### src/rtl/tpac_pkg.sv
// ----------------------------------------------------------------------------
// tpac_pkg
// Shared types and constants for the triac phase-angle controller.
// ----------------------------------------------------------------------------
package tpac_pkg;

    // Field widths
    localparam int SAMPLE_W = 12;
    localparam int DELAY_W  = 14;
    localparam int PULSE_W  = 8;
    localparam int MODE_W   = 2;

    // ADC full scale and its shift; the scaling divide is a right shift
    localparam int ADC_FULL_SCALE = 4096;
    localparam int ADC_FS_LOG2    = $clog2(ADC_FULL_SCALE);
    localparam int CLAMP_W        = ADC_FS_LOG2 + 1;
    localparam int PROD_W         = CLAMP_W + DELAY_W;
    localparam int QUOT_W         = PROD_W - ADC_FS_LOG2;

    // Event codes
    localparam logic [MODE_W-1:0] MODE_TICK   = 2'd0;
    localparam logic [MODE_W-1:0] MODE_ZC     = 2'd1;
    localparam logic [MODE_W-1:0] MODE_SAMPLE = 2'd2;

    // APB map
    localparam int APB_DW = 32;
    localparam int APB_AW = 4;
    localparam logic [1:0] REG_DEADBAND  = 2'd0;
    localparam logic [1:0] REG_MAX_DELAY = 2'd1;
    localparam logic [1:0] REG_MIN_DELAY = 2'd2;
    localparam logic [1:0] REG_PULSE     = 2'd3;

    // Reset values
    localparam logic [SAMPLE_W-1:0] DEADBAND_RST  = 12'd50;
    localparam logic [DELAY_W-1:0]  MAX_DELAY_RST = 14'd8333;
    localparam logic [DELAY_W-1:0]  MIN_DELAY_RST = 14'd500;
    localparam logic [PULSE_W-1:0]  PULSE_RST     = 8'd1;
    localparam logic [DELAY_W-1:0]  DELAY_VAL_RST = MAX_DELAY_RST - 14'd1;

    typedef struct packed {
        logic [SAMPLE_W-1:0] deadband_margin;
        logic [DELAY_W-1:0]  max_delay_ticks;
        logic [DELAY_W-1:0]  min_delay_ticks;
        logic [PULSE_W-1:0]  pulse_ticks;
    } cfg_t;

endpackage

### src/rtl/tpac_regs.sv
// ----------------------------------------------------------------------------
// tpac_regs
// APB register bank: deadband, max/min delay and pulse width.
// ----------------------------------------------------------------------------
module tpac_regs
(
    input  logic                             clk,
    input  logic                             rst_n,
    input  logic                             psel,
    input  logic                             penable,
    input  logic                             pwrite,
    input  logic [tpac_pkg::APB_AW-1:0]      paddr,
    input  logic [tpac_pkg::APB_DW-1:0]      pwdata,
    output logic [tpac_pkg::APB_DW-1:0]      prdata,
    output logic                             pready,
    output tpac_pkg::cfg_t                   cfg
);

    tpac_pkg::cfg_t cfg_reg;
    tpac_pkg::cfg_t cfg_next;
    logic           wr_en;
    logic [1:0]     idx;

    assign pready = 1'b1;
    assign wr_en  = psel && penable && pwrite;
    assign idx    = paddr[3:2];

    always_comb
    begin
        cfg_next = cfg_reg;
        if (wr_en)
        begin
            case (idx)
                tpac_pkg::REG_DEADBAND:
                    cfg_next.deadband_margin = pwdata[tpac_pkg::SAMPLE_W-1:0];
                tpac_pkg::REG_MAX_DELAY:
                    cfg_next.max_delay_ticks = pwdata[tpac_pkg::DELAY_W-1:0];
                tpac_pkg::REG_MIN_DELAY:
                    cfg_next.min_delay_ticks = pwdata[tpac_pkg::DELAY_W-1:0];
                tpac_pkg::REG_PULSE:
                    cfg_next.pulse_ticks = pwdata[tpac_pkg::PULSE_W-1:0];
                default:
                    cfg_next = cfg_reg;
            endcase
        end
    end

    always_ff @(posedge clk or negedge rst_n)
    begin
        if (!rst_n)
        begin
            cfg_reg.deadband_margin <= tpac_pkg::DEADBAND_RST;
            cfg_reg.max_delay_ticks <= tpac_pkg::MAX_DELAY_RST;
            cfg_reg.min_delay_ticks <= tpac_pkg::MIN_DELAY_RST;
            cfg_reg.pulse_ticks     <= tpac_pkg::PULSE_RST;
        end
        else
        begin
            cfg_reg <= cfg_next;
        end
    end

    always_comb
    begin
        prdata = '0;
        case (idx)
            tpac_pkg::REG_DEADBAND:
                prdata = {{(tpac_pkg::APB_DW-tpac_pkg::SAMPLE_W){1'b0}},
                          cfg_reg.deadband_margin};
            tpac_pkg::REG_MAX_DELAY:
                prdata = {{(tpac_pkg::APB_DW-tpac_pkg::DELAY_W){1'b0}},
                          cfg_reg.max_delay_ticks};
            tpac_pkg::REG_MIN_DELAY:
                prdata = {{(tpac_pkg::APB_DW-tpac_pkg::DELAY_W){1'b0}},
                          cfg_reg.min_delay_ticks};
            tpac_pkg::REG_PULSE:
                prdata = {{(tpac_pkg::APB_DW-tpac_pkg::PULSE_W){1'b0}},
                          cfg_reg.pulse_ticks};
            default:
                prdata = '0;
        endcase
    end

    assign cfg = cfg_reg;

endmodule

### src/rtl/tpac_scale.sv
// ----------------------------------------------------------------------------
// tpac_scale
// Sample to delay: clamp, multiply by max delay, shift down, floor at min.
// ----------------------------------------------------------------------------
module tpac_scale
(
    input  logic [tpac_pkg::SAMPLE_W-1:0] sample,
    input  tpac_pkg::cfg_t                cfg,
    output logic [tpac_pkg::DELAY_W-1:0]  scaled
);

    logic [tpac_pkg::CLAMP_W-1:0] clamped;
    logic [tpac_pkg::PROD_W-1:0]  prod;
    logic [tpac_pkg::QUOT_W-1:0]  quot;
    logic [tpac_pkg::QUOT_W-1:0]  min_ext;

    always_comb
    begin
        clamped = tpac_pkg::CLAMP_W'(sample);
        if (clamped > tpac_pkg::CLAMP_W'(tpac_pkg::ADC_FULL_SCALE))
            clamped = tpac_pkg::CLAMP_W'(tpac_pkg::ADC_FULL_SCALE);
    end

    assign prod    = tpac_pkg::PROD_W'(clamped) * tpac_pkg::PROD_W'(cfg.max_delay_ticks);
    assign quot    = prod[tpac_pkg::PROD_W-1:tpac_pkg::ADC_FS_LOG2];
    assign min_ext = tpac_pkg::QUOT_W'(cfg.min_delay_ticks);
    assign scaled  = (quot < min_ext) ? cfg.min_delay_ticks
                                      : quot[tpac_pkg::DELAY_W-1:0];

endmodule

### src/rtl/tpac_core.sv
// ----------------------------------------------------------------------------
// tpac_core
// Input register, controller state update and result register.
// ----------------------------------------------------------------------------
module tpac_core
(
    input  logic                          clk,
    input  logic                          rst_n,
    input  tpac_pkg::cfg_t                cfg,
    input  logic                          in_valid,
    output logic                          in_ready,
    input  logic [tpac_pkg::MODE_W-1:0]   mode,
    input  logic [tpac_pkg::SAMPLE_W-1:0] adc_sample,
    input  logic [tpac_pkg::DELAY_W-1:0]  scaled,
    output logic                          out_valid,
    input  logic                          out_ready,
    output logic                          gate_on,
    output logic                          fired,
    output logic [tpac_pkg::DELAY_W-1:0]  delay_now,
    output logic                          sample_taken
);

    // input stage
    logic                          in_vld_reg;
    logic [tpac_pkg::MODE_W-1:0]   in_mode_reg;
    logic [tpac_pkg::SAMPLE_W-1:0] in_sample_reg;
    logic [tpac_pkg::DELAY_W-1:0]  in_scaled_reg;

    // controller state
    logic [tpac_pkg::SAMPLE_W-1:0] last_reg, last_next;
    logic [tpac_pkg::DELAY_W-1:0]  delay_reg, delay_next;
    logic [tpac_pkg::DELAY_W-1:0]  count_reg, count_next;
    logic                          counting_reg, counting_next;
    logic [tpac_pkg::PULSE_W-1:0]  pulse_reg, pulse_next;

    // result stage
    logic                          out_vld_reg;
    logic                          gate_reg;
    logic                          fired_reg, fired_next;
    logic                          taken_reg, taken_next;

    logic                          advance;
    logic                          accept;
    logic                          fire;
    logic [tpac_pkg::DELAY_W-1:0]  count_inc;
    logic [tpac_pkg::SAMPLE_W-1:0] diff;
    logic [tpac_pkg::PULSE_W-1:0]  pulse_load;

    assign advance  = in_vld_reg && (!out_vld_reg || out_ready);
    assign in_ready = !in_vld_reg || advance;
    assign accept   = in_valid && in_ready;

    assign count_inc  = count_reg + 1'b1;
    assign diff       = (last_reg > in_sample_reg) ? last_reg - in_sample_reg
                                                   : in_sample_reg - last_reg;
    assign pulse_load = (cfg.pulse_ticks == '0) ? tpac_pkg::PULSE_W'(1)
                                                : cfg.pulse_ticks;

    always_comb
    begin
        last_next     = last_reg;
        delay_next    = delay_reg;
        count_next    = count_reg;
        counting_next = counting_reg;
        pulse_next    = pulse_reg;
        fire          = 1'b0;
        taken_next    = 1'b0;
        case (in_mode_reg)
            tpac_pkg::MODE_TICK:
            begin
                if (pulse_reg != '0)
                    pulse_next = pulse_reg - 1'b1;
                if (counting_reg)
                begin
                    count_next = count_inc;
                    if (count_inc >= delay_reg)
                        fire = 1'b1;
                end
            end
            tpac_pkg::MODE_ZC:
            begin
                if (!counting_reg)
                begin
                    counting_next = 1'b1;
                    count_next    = '0;
                end
            end
            tpac_pkg::MODE_SAMPLE:
            begin
                if (diff >= cfg.deadband_margin)
                begin
                    taken_next = 1'b1;
                    last_next  = in_sample_reg;
                    delay_next = in_scaled_reg;
                    if (counting_reg && (count_reg >= in_scaled_reg))
                        fire = 1'b1;
                end
            end
            default:
            begin
                fire = 1'b0;
            end
        endcase
        if (fire)
        begin
            counting_next = 1'b0;
            count_next    = '0;
            pulse_next    = pulse_load;
        end
        fired_next = fire;
    end

    always_ff @(posedge clk or negedge rst_n)
    begin
        if (!rst_n)
        begin
            in_vld_reg   <= 1'b0;
            out_vld_reg  <= 1'b0;
            last_reg     <= '0;
            delay_reg    <= tpac_pkg::DELAY_VAL_RST;
            count_reg    <= '0;
            counting_reg <= 1'b0;
            pulse_reg    <= '0;
        end
        else
        begin
            if (accept)
                in_vld_reg <= 1'b1;
            else if (advance)
                in_vld_reg <= 1'b0;

            if (advance)
                out_vld_reg <= 1'b1;
            else if (out_ready)
                out_vld_reg <= 1'b0;

            if (advance)
            begin
                last_reg     <= last_next;
                delay_reg    <= delay_next;
                count_reg    <= count_next;
                counting_reg <= counting_next;
                pulse_reg    <= pulse_next;
            end
        end
    end

    // payload registers, no reset needed
    always_ff @(posedge clk)
    begin
        if (accept)
        begin
            in_mode_reg   <= mode;
            in_sample_reg <= adc_sample;
            in_scaled_reg <= scaled;
        end
        if (advance)
        begin
            gate_reg  <= (pulse_next != '0);
            fired_reg <= fired_next;
            taken_reg <= taken_next;
        end
    end

    assign out_valid    = out_vld_reg;
    assign gate_on      = gate_reg;
    assign fired        = fired_reg;
    assign delay_now    = delay_reg;
    assign sample_taken = taken_reg;

endmodule

### src/rtl/triac_phase_angle_controller.sv
// ----------------------------------------------------------------------------
// triac_phase_angle_controller
// Phase-angle triac dimmer: tick, zero-crossing and ADC sample events in,
// one status item out per event.
// ----------------------------------------------------------------------------
// Usage:
//   Input channel (in_valid/in_ready) carries one event per item: mode 0 is
//   a 1 us tick, mode 1 a mains zero crossing, mode 2 a new ADC sample in
//   adc_sample. Every item yields exactly one result item on the output
//   channel (out_valid/out_ready): gate_on, fired, delay_now, sample_taken.
//   Each item passes from the input register to the result register.
//   Throughput: one item per cycle while the receiver keeps out_ready high,
//   set by the single state-update stage between the input register and the result register.
//   The sample scaling multiply (13 x 14 bits) sits in front of the input
//   register, so the state stage only compares and counts.
//   When the receiver stalls, the result register holds; the input register
//   still takes one further item, after which in_ready drops until the
//   result is taken.
//   Reset (rst_n low, asynchronous) empties both stages, loads the default
//   register values (deadband 50, max delay 8333, min delay 500, pulse 1)
//   and sets the firing delay to 8332 with the counter idle.
//   The user writes APB registers only while no item is in flight; unchecked.
// ----------------------------------------------------------------------------
module triac_phase_angle_controller
(
    input  logic                             clk,
    input  logic                             rst_n,
    // APB configuration
    input  logic                             psel,
    input  logic                             penable,
    input  logic                             pwrite,
    input  logic [tpac_pkg::APB_AW-1:0]      paddr,
    input  logic [tpac_pkg::APB_DW-1:0]      pwdata,
    output logic [tpac_pkg::APB_DW-1:0]      prdata,
    output logic                             pready,
    // event input
    input  logic                             in_valid,
    output logic                             in_ready,
    input  logic [tpac_pkg::MODE_W-1:0]      mode,
    input  logic [tpac_pkg::SAMPLE_W-1:0]    adc_sample,
    // status output
    output logic                             out_valid,
    input  logic                             out_ready,
    output logic                             gate_on,
    output logic                             fired,
    output logic [tpac_pkg::DELAY_W-1:0]     delay_now,
    output logic                             sample_taken
);

    tpac_pkg::cfg_t                 cfg;
    logic [tpac_pkg::DELAY_W-1:0]   scaled;

    tpac_regs u_regs
    (
        .clk     (clk),
        .rst_n   (rst_n),
        .psel    (psel),
        .penable (penable),
        .pwrite  (pwrite),
        .paddr   (paddr),
        .pwdata  (pwdata),
        .prdata  (prdata),
        .pready  (pready),
        .cfg     (cfg)
    );

    // scale every incoming sample; only used by sample events
    tpac_scale u_scale
    (
        .sample (adc_sample),
        .cfg    (cfg),
        .scaled (scaled)
    );

    tpac_core u_core
    (
        .clk          (clk),
        .rst_n        (rst_n),
        .cfg          (cfg),
        .in_valid     (in_valid),
        .in_ready     (in_ready),
        .mode         (mode),
        .adc_sample   (adc_sample),
        .scaled       (scaled),
        .out_valid    (out_valid),
        .out_ready    (out_ready),
        .gate_on      (gate_on),
        .fired        (fired),
        .delay_now    (delay_now),
        .sample_taken (sample_taken)
    );

endmodule

### config.mk
export PLATFORM = sky130hd
export DESIGN_NAME = triac_phase_angle_controller
export DESIGN_NICKNAME = d
export VERILOG_FILES = /design/src/rtl/tpac_pkg.sv /design/src/rtl/tpac_regs.sv /design/src/rtl/tpac_scale.sv /design/src/rtl/tpac_core.sv /design/src/rtl/triac_phase_angle_controller.sv
export SDC_FILE = /design/constraint.sdc
export NUM_CORES = 1
export LEC_CHECK = 0
export ABC_CLOCK_PERIOD_IN_PS = 14530
export BUFFER_PORTS_ARGS = -buffer_cell sky130_fd_sc_hd__buf_2
export CORE_MARGIN = 2
export CORE_UTILIZATION = 50
export DETAILED_ROUTE_END_ITERATION = 10
export PLACE_DENSITY_LB_ADDON = 0.08
export SYNTH_ARGS = -nofsm -noshare
export SYNTH_HDL_FRONTEND = slang
export SYNTH_HIERARCHICAL = 1
export SYNTH_SLANG_ARGS = --single-unit
### constraint.sdc
create_clock -name clk -period 14.53 [get_ports clk]
set_input_delay 3.6325 -clock clk [delete_from_list [all_inputs] [get_ports clk]]
set_output_delay 3.6325 -clock clk [all_outputs]
set_load 0.01 [all_outputs]
==> Word level (Yosys, flattened, before mapping) <==
Index checks and enable logic that the tools add are counted.
{ "word_totals": {"ff_bits": 130, "latchBits": 0, "mem_bits_rw": 0, "mem_bits_ro": 0, "inputBits": 57, "output_inout_bits": 52, "wordCells": 84, "n_memories": 0} }
{ "op_classes": {"n_addsub": 4, "multipliers": 1, "n_div": 0, "magnitude_cmp": 6, "eq_ne": 7, "shifts": 0, "muxes": 24, "bitwise": 0, "reduce_logical": 25} }
{ "op_table": {"columns": ["cell", "n"], "rows": [
  ["32-bit one-hot mux with 4 select lines", 1],
  ["14-bit two-way mux", 4],
  ["8-bit two-way mux", 4],
  ["14-bit greater-or-equal comparator", 2],
  ["14-bit one-hot mux with 2 select lines", 1],
  ["13-bit by 14-bit multiplier with 27-bit output", 1],
  ["12-bit subtractor", 2],
  ["8-bit nonzero test", 2],
  ["15-bit by 14-bit less-than comparator with 1-bit output", 1],
  ["14-bit by 1-bit adder with 14-bit output, second input constant", 1],
  ["12-bit by 13-bit greater-than comparator with 1-bit output, second input constant", 1],
  ["13-bit two-way mux", 1],
  ["12-bit greater-or-equal comparator", 1],
  ["12-bit greater-than comparator", 1],
  ["12-bit two-way mux", 1],
  ["1-bit two-way mux", 11],
  ["2-bit AND reduction", 5],
  ["8-bit logical NOT", 1],
  ["8-bit by 1-bit subtractor with 8-bit output, second input constant", 1],
  ["2-bit == test, second input constant", 3],
  ["2-bit nonzero test", 3],
  ["1-bit logical AND", 5],
  ["2-bit by 1-bit == test with 1-bit output, second input constant", 2],
  ["2-bit logical NOT", 2],
  ["other kinds (8)", 10]
]} }

==> Logic depth before layout (Yosys ltp) <==
Gate-level depths: netlist (run 1).
{ "depth": {"word_depth": 7, "ltp_mapped": 30} }

==> By module <==
The synthesis (run 1) kept the hierarchy.
{ "by_module_without_submodules": {"columns": ["mod", "n_inst", "cells_per_inst", "area_per_inst_um2", "seq_area_each_um2"], "rows": [
  ["tpac_scale", 1, 714, 6127.1, 0.0],
  ["tpac_core", 1, 583, 5479.0, 2212.1],
  ["tpac_regs", 1, 154, 2412.3, 1219.9]
]} }

==> Worst setup path after synthesis (run 1) <==
No wires, ideal clock.
{ "synth_timing": {"path_kind": "input to register", "start": "input adc_sample[6] (netlist name)", "end": "register u_core/in_scaled_reg[10] (netlist name), data pin", "t_arrival_ns": 9.840, "slack_ns": 4.429, "stages": 27, "path_buffers": 3, "path_cell_list": "clkbuf_1 > nand2_1 > fa_1 > fa_1 > inv_1 > fa_1 > fa_1 > inv_1 > fa_1 > inv_1 > ha_1 > buf_4 > nand3_1 > o311ai_0 > a31oi_1 > o21ai_0 > nand2_1 > o311ai_0 > ha_1 > a21o_1 > a21o_1 > a21oi_1 > o21ai_0 > a31oi_1 > o311ai_2 > buf_6 > mux2_4"} }
{ "synth_between": {"elab_chain_len": 5} }
{ "synth_lines": {"columns": ["element", "line_no", "rtl"], "rows": [
  ["start, declared", "triac_phase_angle_controller.sv:40", "input logic [tpac_pkg::SAMPLE_W-1:0] adc_sample,"],
  ["12-bit by 13-bit greater-than comparator with 1-bit output", "tpac_scale.sv:20", "if (clamped > tpac_pkg::CLAMP_W'(tpac_pkg::ADC_FULL_SCALE))"],
  ["13-bit two-way mux (*)", "tpac_scale.sv:20", null],
  ["13-bit by 14-bit multiplier with 27-bit output (*)", "tpac_scale.sv:24", "assign prod = tpac_pkg::PROD_W'(clamped) * tpac_pkg::PROD_W'(cfg.max_delay_ticks);"],
  ["15-bit by 14-bit less-than comparator with 1-bit output", "tpac_scale.sv:27", "assign scaled = (quot < min_ext) ? cfg.min_delay_ticks"],
  ["14-bit two-way mux (*)", "tpac_scale.sv:27", null],
  ["via scaled, one bit", "triac_phase_angle_controller.sv:51", "logic [tpac_pkg::DELAY_W-1:0] scaled;"],
  ["end signal, assigned", "tpac_core.sv:155", "in_scaled_reg <= scaled;"],
  ["end, declared", "tpac_core.sv:27", "logic [tpac_pkg::DELAY_W-1:0] in_scaled_reg;"]
]} }
The timed path passes the listed nets; every way through them passes the cells marked *.
A chain may end at the register's enable or synchronous reset.

==> Worst setup path after layout (run 1) <==
{ "layout_timing": {"start": "input adc_sample[6] (netlist name)", "end": "register u_core/in_scaled_reg[6] (netlist name), data pin"} }
Same word-level chain as after synthesis.

==> results of run 1 <==
critical path, delay by kind of cell:
family,cells,cell delay [ns]
compound gates,10,2.36
fa+ha+maj,7,3.36
simple gates,3,0.45
buf+inv,5,0.71
mux,1,0.33
through the flow:
step / hold WS, ns / setup slack (ns)
floorplan: 0.452 / 4.43
global placement: 0.492 / 3.56
detailed placement: 0.493 / 3.50
CTS: 0.503 / 3.94
global route: 0.515 / 3.59
finish: 0.497 / 3.86
cell families (layout without fill, tap and decap cells):
family	count (synthesis)	after routing	synth area share
compound gates	190	190	0.0918
simple gates	397	397	0.147
flops	130	130	0.245
xor+xnor	33	33	0.0206
fa+ha+maj	278	278	0.313
other cells	2	19	0.000536
mux	84	84	0.0796
buf+inv	337	372	0.102
cell type report:
type	count	area (um2)
clock buffers	17	425
flip-flops and latches	130	3430
repair buffers	75	393
multi-input cells	1001	9230
inverters	265	995
well taps	378	473
fillers	2622	12600
clock inverters	15	198
synth_stat cells (3+ instances only):
library cell | number | area (um2)
o21bai_1 | 4 | 30.0
o311a_1 | 3 | 30.0
o21ai_0 | 56 | 280
nand3_1 | 31 | 155
nand2_1 | 131 | 492
or2_2 | 3 | 18.8
inv_1 | 264 | 991
nand2b_1 | 10 | 62.6
a211oi_1 | 8 | 60.1
xor2_1 | 14 | 123
nand4_1 | 24 | 150
mux2_4 | 20 | 300
xnor2_1 | 19 | 166
buf_6 | 6 | 67.6
ha_1 | 156 | 1950
clkbuf_1 | 38 | 143
a22o_1 | 11 | 96.3
nor2b_1 | 8 | 50.1
a21oi_1 | 34 | 170
buf_4 | 21 | 158
buf_2 | 5 | 25.0
mux2_2 | 44 | 495
fa_1 | 122 | 2440
a221oi_1 | 3 | 26.3
a21o_1 | 17 | 128
a21oi_2 | 4 | 35.0
and3_1 | 3 | 18.8
a31oi_1 | 16 | 100
mux2i_1 | 11 | 110
edfxtp_1 | 31 | 931
mux4_2 | 3 | 67.6
nor3_1 | 15 | 75.1
nand3b_1 | 8 | 60.1
dfstp_2 | 19 | 499
mux4_1 | 5 | 131
and2_1 | 102 | 638
dfrtp_1 | 80 | 2000
nor4_1 | 4 | 25.0
nor2_1 | 43 | 161
routing by layer:
metal  track usage  wire length [um]
met5             0                 0
met4        0.0722               622
met3        0.0239               916
met2         0.397             15900
met1         0.333             15700
path summary, 6_finish.rpt:
kind                              startpoint                      end  slack (ns)  cells past startpoint
hold reg to reg            u_core/in_vld_reg         u_core/out_valid        0.50                      1
setup / recovery               adc_sample[6]  u_core/in_scaled_reg[6]        3.86                     26
min in group asynchronous              rst_n       u_core/last_reg[5]        3.21                      1
hold / removal             u_core/in_vld_reg         u_core/out_valid        0.50                      1
setup reg to reg              u_regs/cfg[27]  u_core/in_scaled_reg[6]        6.61                     25
max in group asynchronous              rst_n      u_core/pulse_reg[2]       10.20                      2
==> reports/results.ini, run 1 <==
[run_status]
outcome=finished clean

[floorplan]
rows=61
floorplan.die_area_um2=29400
die_h_um=171
fp.coreArea_um2=27700
die_w_um=171
start_util=0.506
io_pins=109

[global_route]
grt_usage=0.239
global_route.overflow_total=0
grt_pass1_wl_um=54000
grt_max_degree=53
antenna_found_initial=1
first_global_vias=10100

[sta]
max_freq_mhz=93.8
tns_ns=0
max-slew-margin-rel=0.319
tightest_slew_ns=1.02
skew_ns=0.00928
finalCriticalPeriod_ns=10.67
timing.final.crit_share=0.734
setup_violations=0
maxSlewViolCount=0
finalHoldViolCount=0
grt_setup_unrepaired=false

[critical_path]
cp_max_fo=15
max_stage_delay_ns=0.73
crit_type=in2reg
crit_slowest_cell=o311ai_0
cp_common_cell=fa_1
worstSetupStartpointType=input pin
worst_setup_path_end_kind=register
worstPathRequired_ns=14.71
cp.arrival_ns=10.84

[cts]
clkLatencyLatePin_ns=0.43
postCtsHoldBufs=0
cts_buffers=17
htreeDepth=4
clk_pin_slew_ns=0.06
post_cts_resized=0
post-cts-setup-buffer-count=0
cts.sink_count=130
root_buffer=clkbuf_16
cts_buffer_depth=2
cts_tree=yes

[routing]
postRouteAntennaNets=0
drt-vias-per-instance=5.38
dr.pass1.iters=5
first_iter_violations=606
wl_um=33100
drc=0
via_count=10100
wl_per_cell_um=17.6

[synth]
synth_edf_count=31
async_flop_share=0.762
syn_area_um2=14000
avgSynthCellArea_um2=9.66
synth-seq-cells=130
yosysSeqAreaShare=0.245
ys.flop_type=dfrtp_1
ys_types=80
synth_cells=1451
yosys_warnings=6

[placed_design]
gp_congestion=0.903
dp_hpwl_um=26000
port_buffers=69
placed_area_um2=14500
placed_cells=1849

[cells_and_area]
syn_to_final_growth_pct=8.01
final_cells=1881
final_area_um2=15100
final_common_cell=inv_1
largest_reg_flops=48
final_cell_mix=264 x inv_1, 156 x ha_1, 131 x nand2_1, 122 x fa_1, 102 x and2_1
n_antenna_cell=0
utilization=0.546
drive_gt1_frac=0.144
final_nets=1825

[run]
cap_viol_max_count=0

[min_path]
hold_class=reg2reg

Power of run 1 is not shown: default switching activity piles up to over one toggle a cycle in this logic, so the estimate is an artifact.
==> inputs of run 2 (changes only) <==
--- a/config.mk
+++ b/config.mk
@@ -5,7 +5,7 @@
 export SDC_FILE = /design/constraint.sdc
 export NUM_CORES = 1
 export LEC_CHECK = 0
-export ABC_CLOCK_PERIOD_IN_PS = 14530
+export ABC_CLOCK_PERIOD_IN_PS = 8600
 export BUFFER_PORTS_ARGS = -buffer_cell sky130_fd_sc_hd__buf_2
 export CORE_MARGIN = 2
 export CORE_UTILIZATION = 50
==> constraint.sdc (replaced) <==
create_clock -name clk -period 8.6 [get_ports clk]
set_input_delay 2.15 -clock clk [delete_from_list [all_inputs] [get_ports clk]]
set_output_delay 2.15 -clock clk [all_outputs]
set_load 0.01 [all_outputs]
==> reports/results.ini, run 2 (synthesis results as in run 1) <==
[floorplan]
floorplan.die_area_um2=29400
io_pins=109
start_util=0.506
die_w_um=171
rows=61
die_h_um=171
fp.coreArea_um2=27700

[routing]
drc=0
drt-vias-per-instance=5.26
wl_um=33900
via_count=10400
wl_per_cell_um=17.2
dr.pass1.iters=5
postRouteAntennaNets=0
first_iter_violations=642

[sta]
setup_ws_ns=0.146
max_freq_mhz=118
maxSlewViolCount=0
finalCriticalPeriod_ns=8.45
setup_violations=0
timing.final.crit_share=0.983
max-slew-margin-rel=0.358
skew_ns=0.0113
tightest_slew_ns=0.963
finalHoldViolCount=0

[cells_and_area]
syn_to_final_growth_pct=14.5
utilization=0.579
largest_reg_flops=48
final_common_cell=inv_1
final_cells=1973
final_area_um2=16000
final_nets=1915
final_cell_mix=259 x inv_1, 152 x ha_1, 130 x nand2_1, 122 x fa_1
fillers=2456
multi_input_area_um2=9460
seqCellArea_um2=3430
drive_gt1_frac=0.217

[critical_path]
cp.arrival_ns=8.61
worstSetupStartpointType=input pin
worst_setup_path_end_kind=register
crit_slowest_cell=fa_1
crit_type=in2reg
cp_common_cell=fa_1
worstPathRequired_ns=8.76
cp_max_fo=7
max_stage_delay_ns=0.54

[cts]
root_buffer=clkbuf_16
cts_buffers=17
clkLatencyLatePin_ns=0.42
htreeDepth=4
clk_pin_slew_ns=0.06
cts.sink_count=130
cts_tree=yes
postCtsHoldBufs=0
cts_buffer_depth=2

[placed_design]
pre_cts_ws_ns=-0.528
gp_congestion=0.841
dp_hpwl_um=26700
placed_area_um2=15100
placed_cells=1930
port_buffers=69

[global_route]
first_global_vias=10500
grt_usage=0.241
antenna_found_initial=1
global_route.overflow_total=0
grt_max_degree=55
grt_pass1_wl_um=55000

[run]
cap_viol_max_count=0

[min_path]
hold_class=reg2reg

[run_status]
outcome=finished clean

==> run 2: through the flow <==
stage / hold slack, ns / setup TNS [ns]
after floorplan: 0.452 / 0
after global placement: 0.487 / -6.50
after detailed placement: 0.500 / -7.21
after CTS: 0.503 / 0
after global routing: 0.524 / -0.146
final: 0.503 / 0
==> run 2: what timing repair did <==
action,in CTS,in global routing
pin swaps,0,44
cloned,0,1
buffers inserted,0,8
endpoints found under the setup margin,14,14
resized for setup,3,68
==> run 2: path summary, 6_finish.rpt <==
check	startpoint	to	slack (ns)	cells after the start
worst max-delay path	adc_sample[3]	u_core/in_scaled_reg[0]	0.15	32
worst min-delay path	u_core/in_sample_reg[11]	u_core/last_reg[11]	0.50	1
worst max register to register	u_regs/cfg[30]	u_core/in_scaled_reg[0]	1.39	27
worst min register to register	u_core/in_sample_reg[11]	u_core/last_reg[11]	0.50	1
max in group asynchronous	rst_n	u_regs/cfg[2]	5.70	2
min in group asynchronous	rst_n	u_core/last_reg[5]	1.76	1
==> run 2: layer usage <==
metal / track usage / routed length (um) / up-vias
met3: 0.0320 / 1180 / 28
met2: 0.405 / 16400 / 210
met4: 0.0494 / 397 / 0
li1: - / - / 5004
met1: 0.333 / 16000 / 5127
met5: 0 / 0 / -
==> run 2: final cells by class <==
cell class                      count  share of cell area
Tap cell                          378              0.0295
Clock buffer                       19              0.0270
Clock inverter                     13             0.00787
Antenna cell                        2            0.000312
Inverter                          265              0.0620
Sequential cell                   130               0.214
Multi-Input combinational cell   1001               0.589
Timing Repair Buffer              165              0.0702
==> run 2: worst max-delay path, delay by kind of cell <==
family,cells,cell delay (ns)
buffers and inverters,10,1.11
adders and majority gates,7,2.97
muxes,1,0.30
and+or+nand+nor,3,0.36
AOI/OAI and AO/OA,11,1.69
Power of run 2 is left out for the same reason.
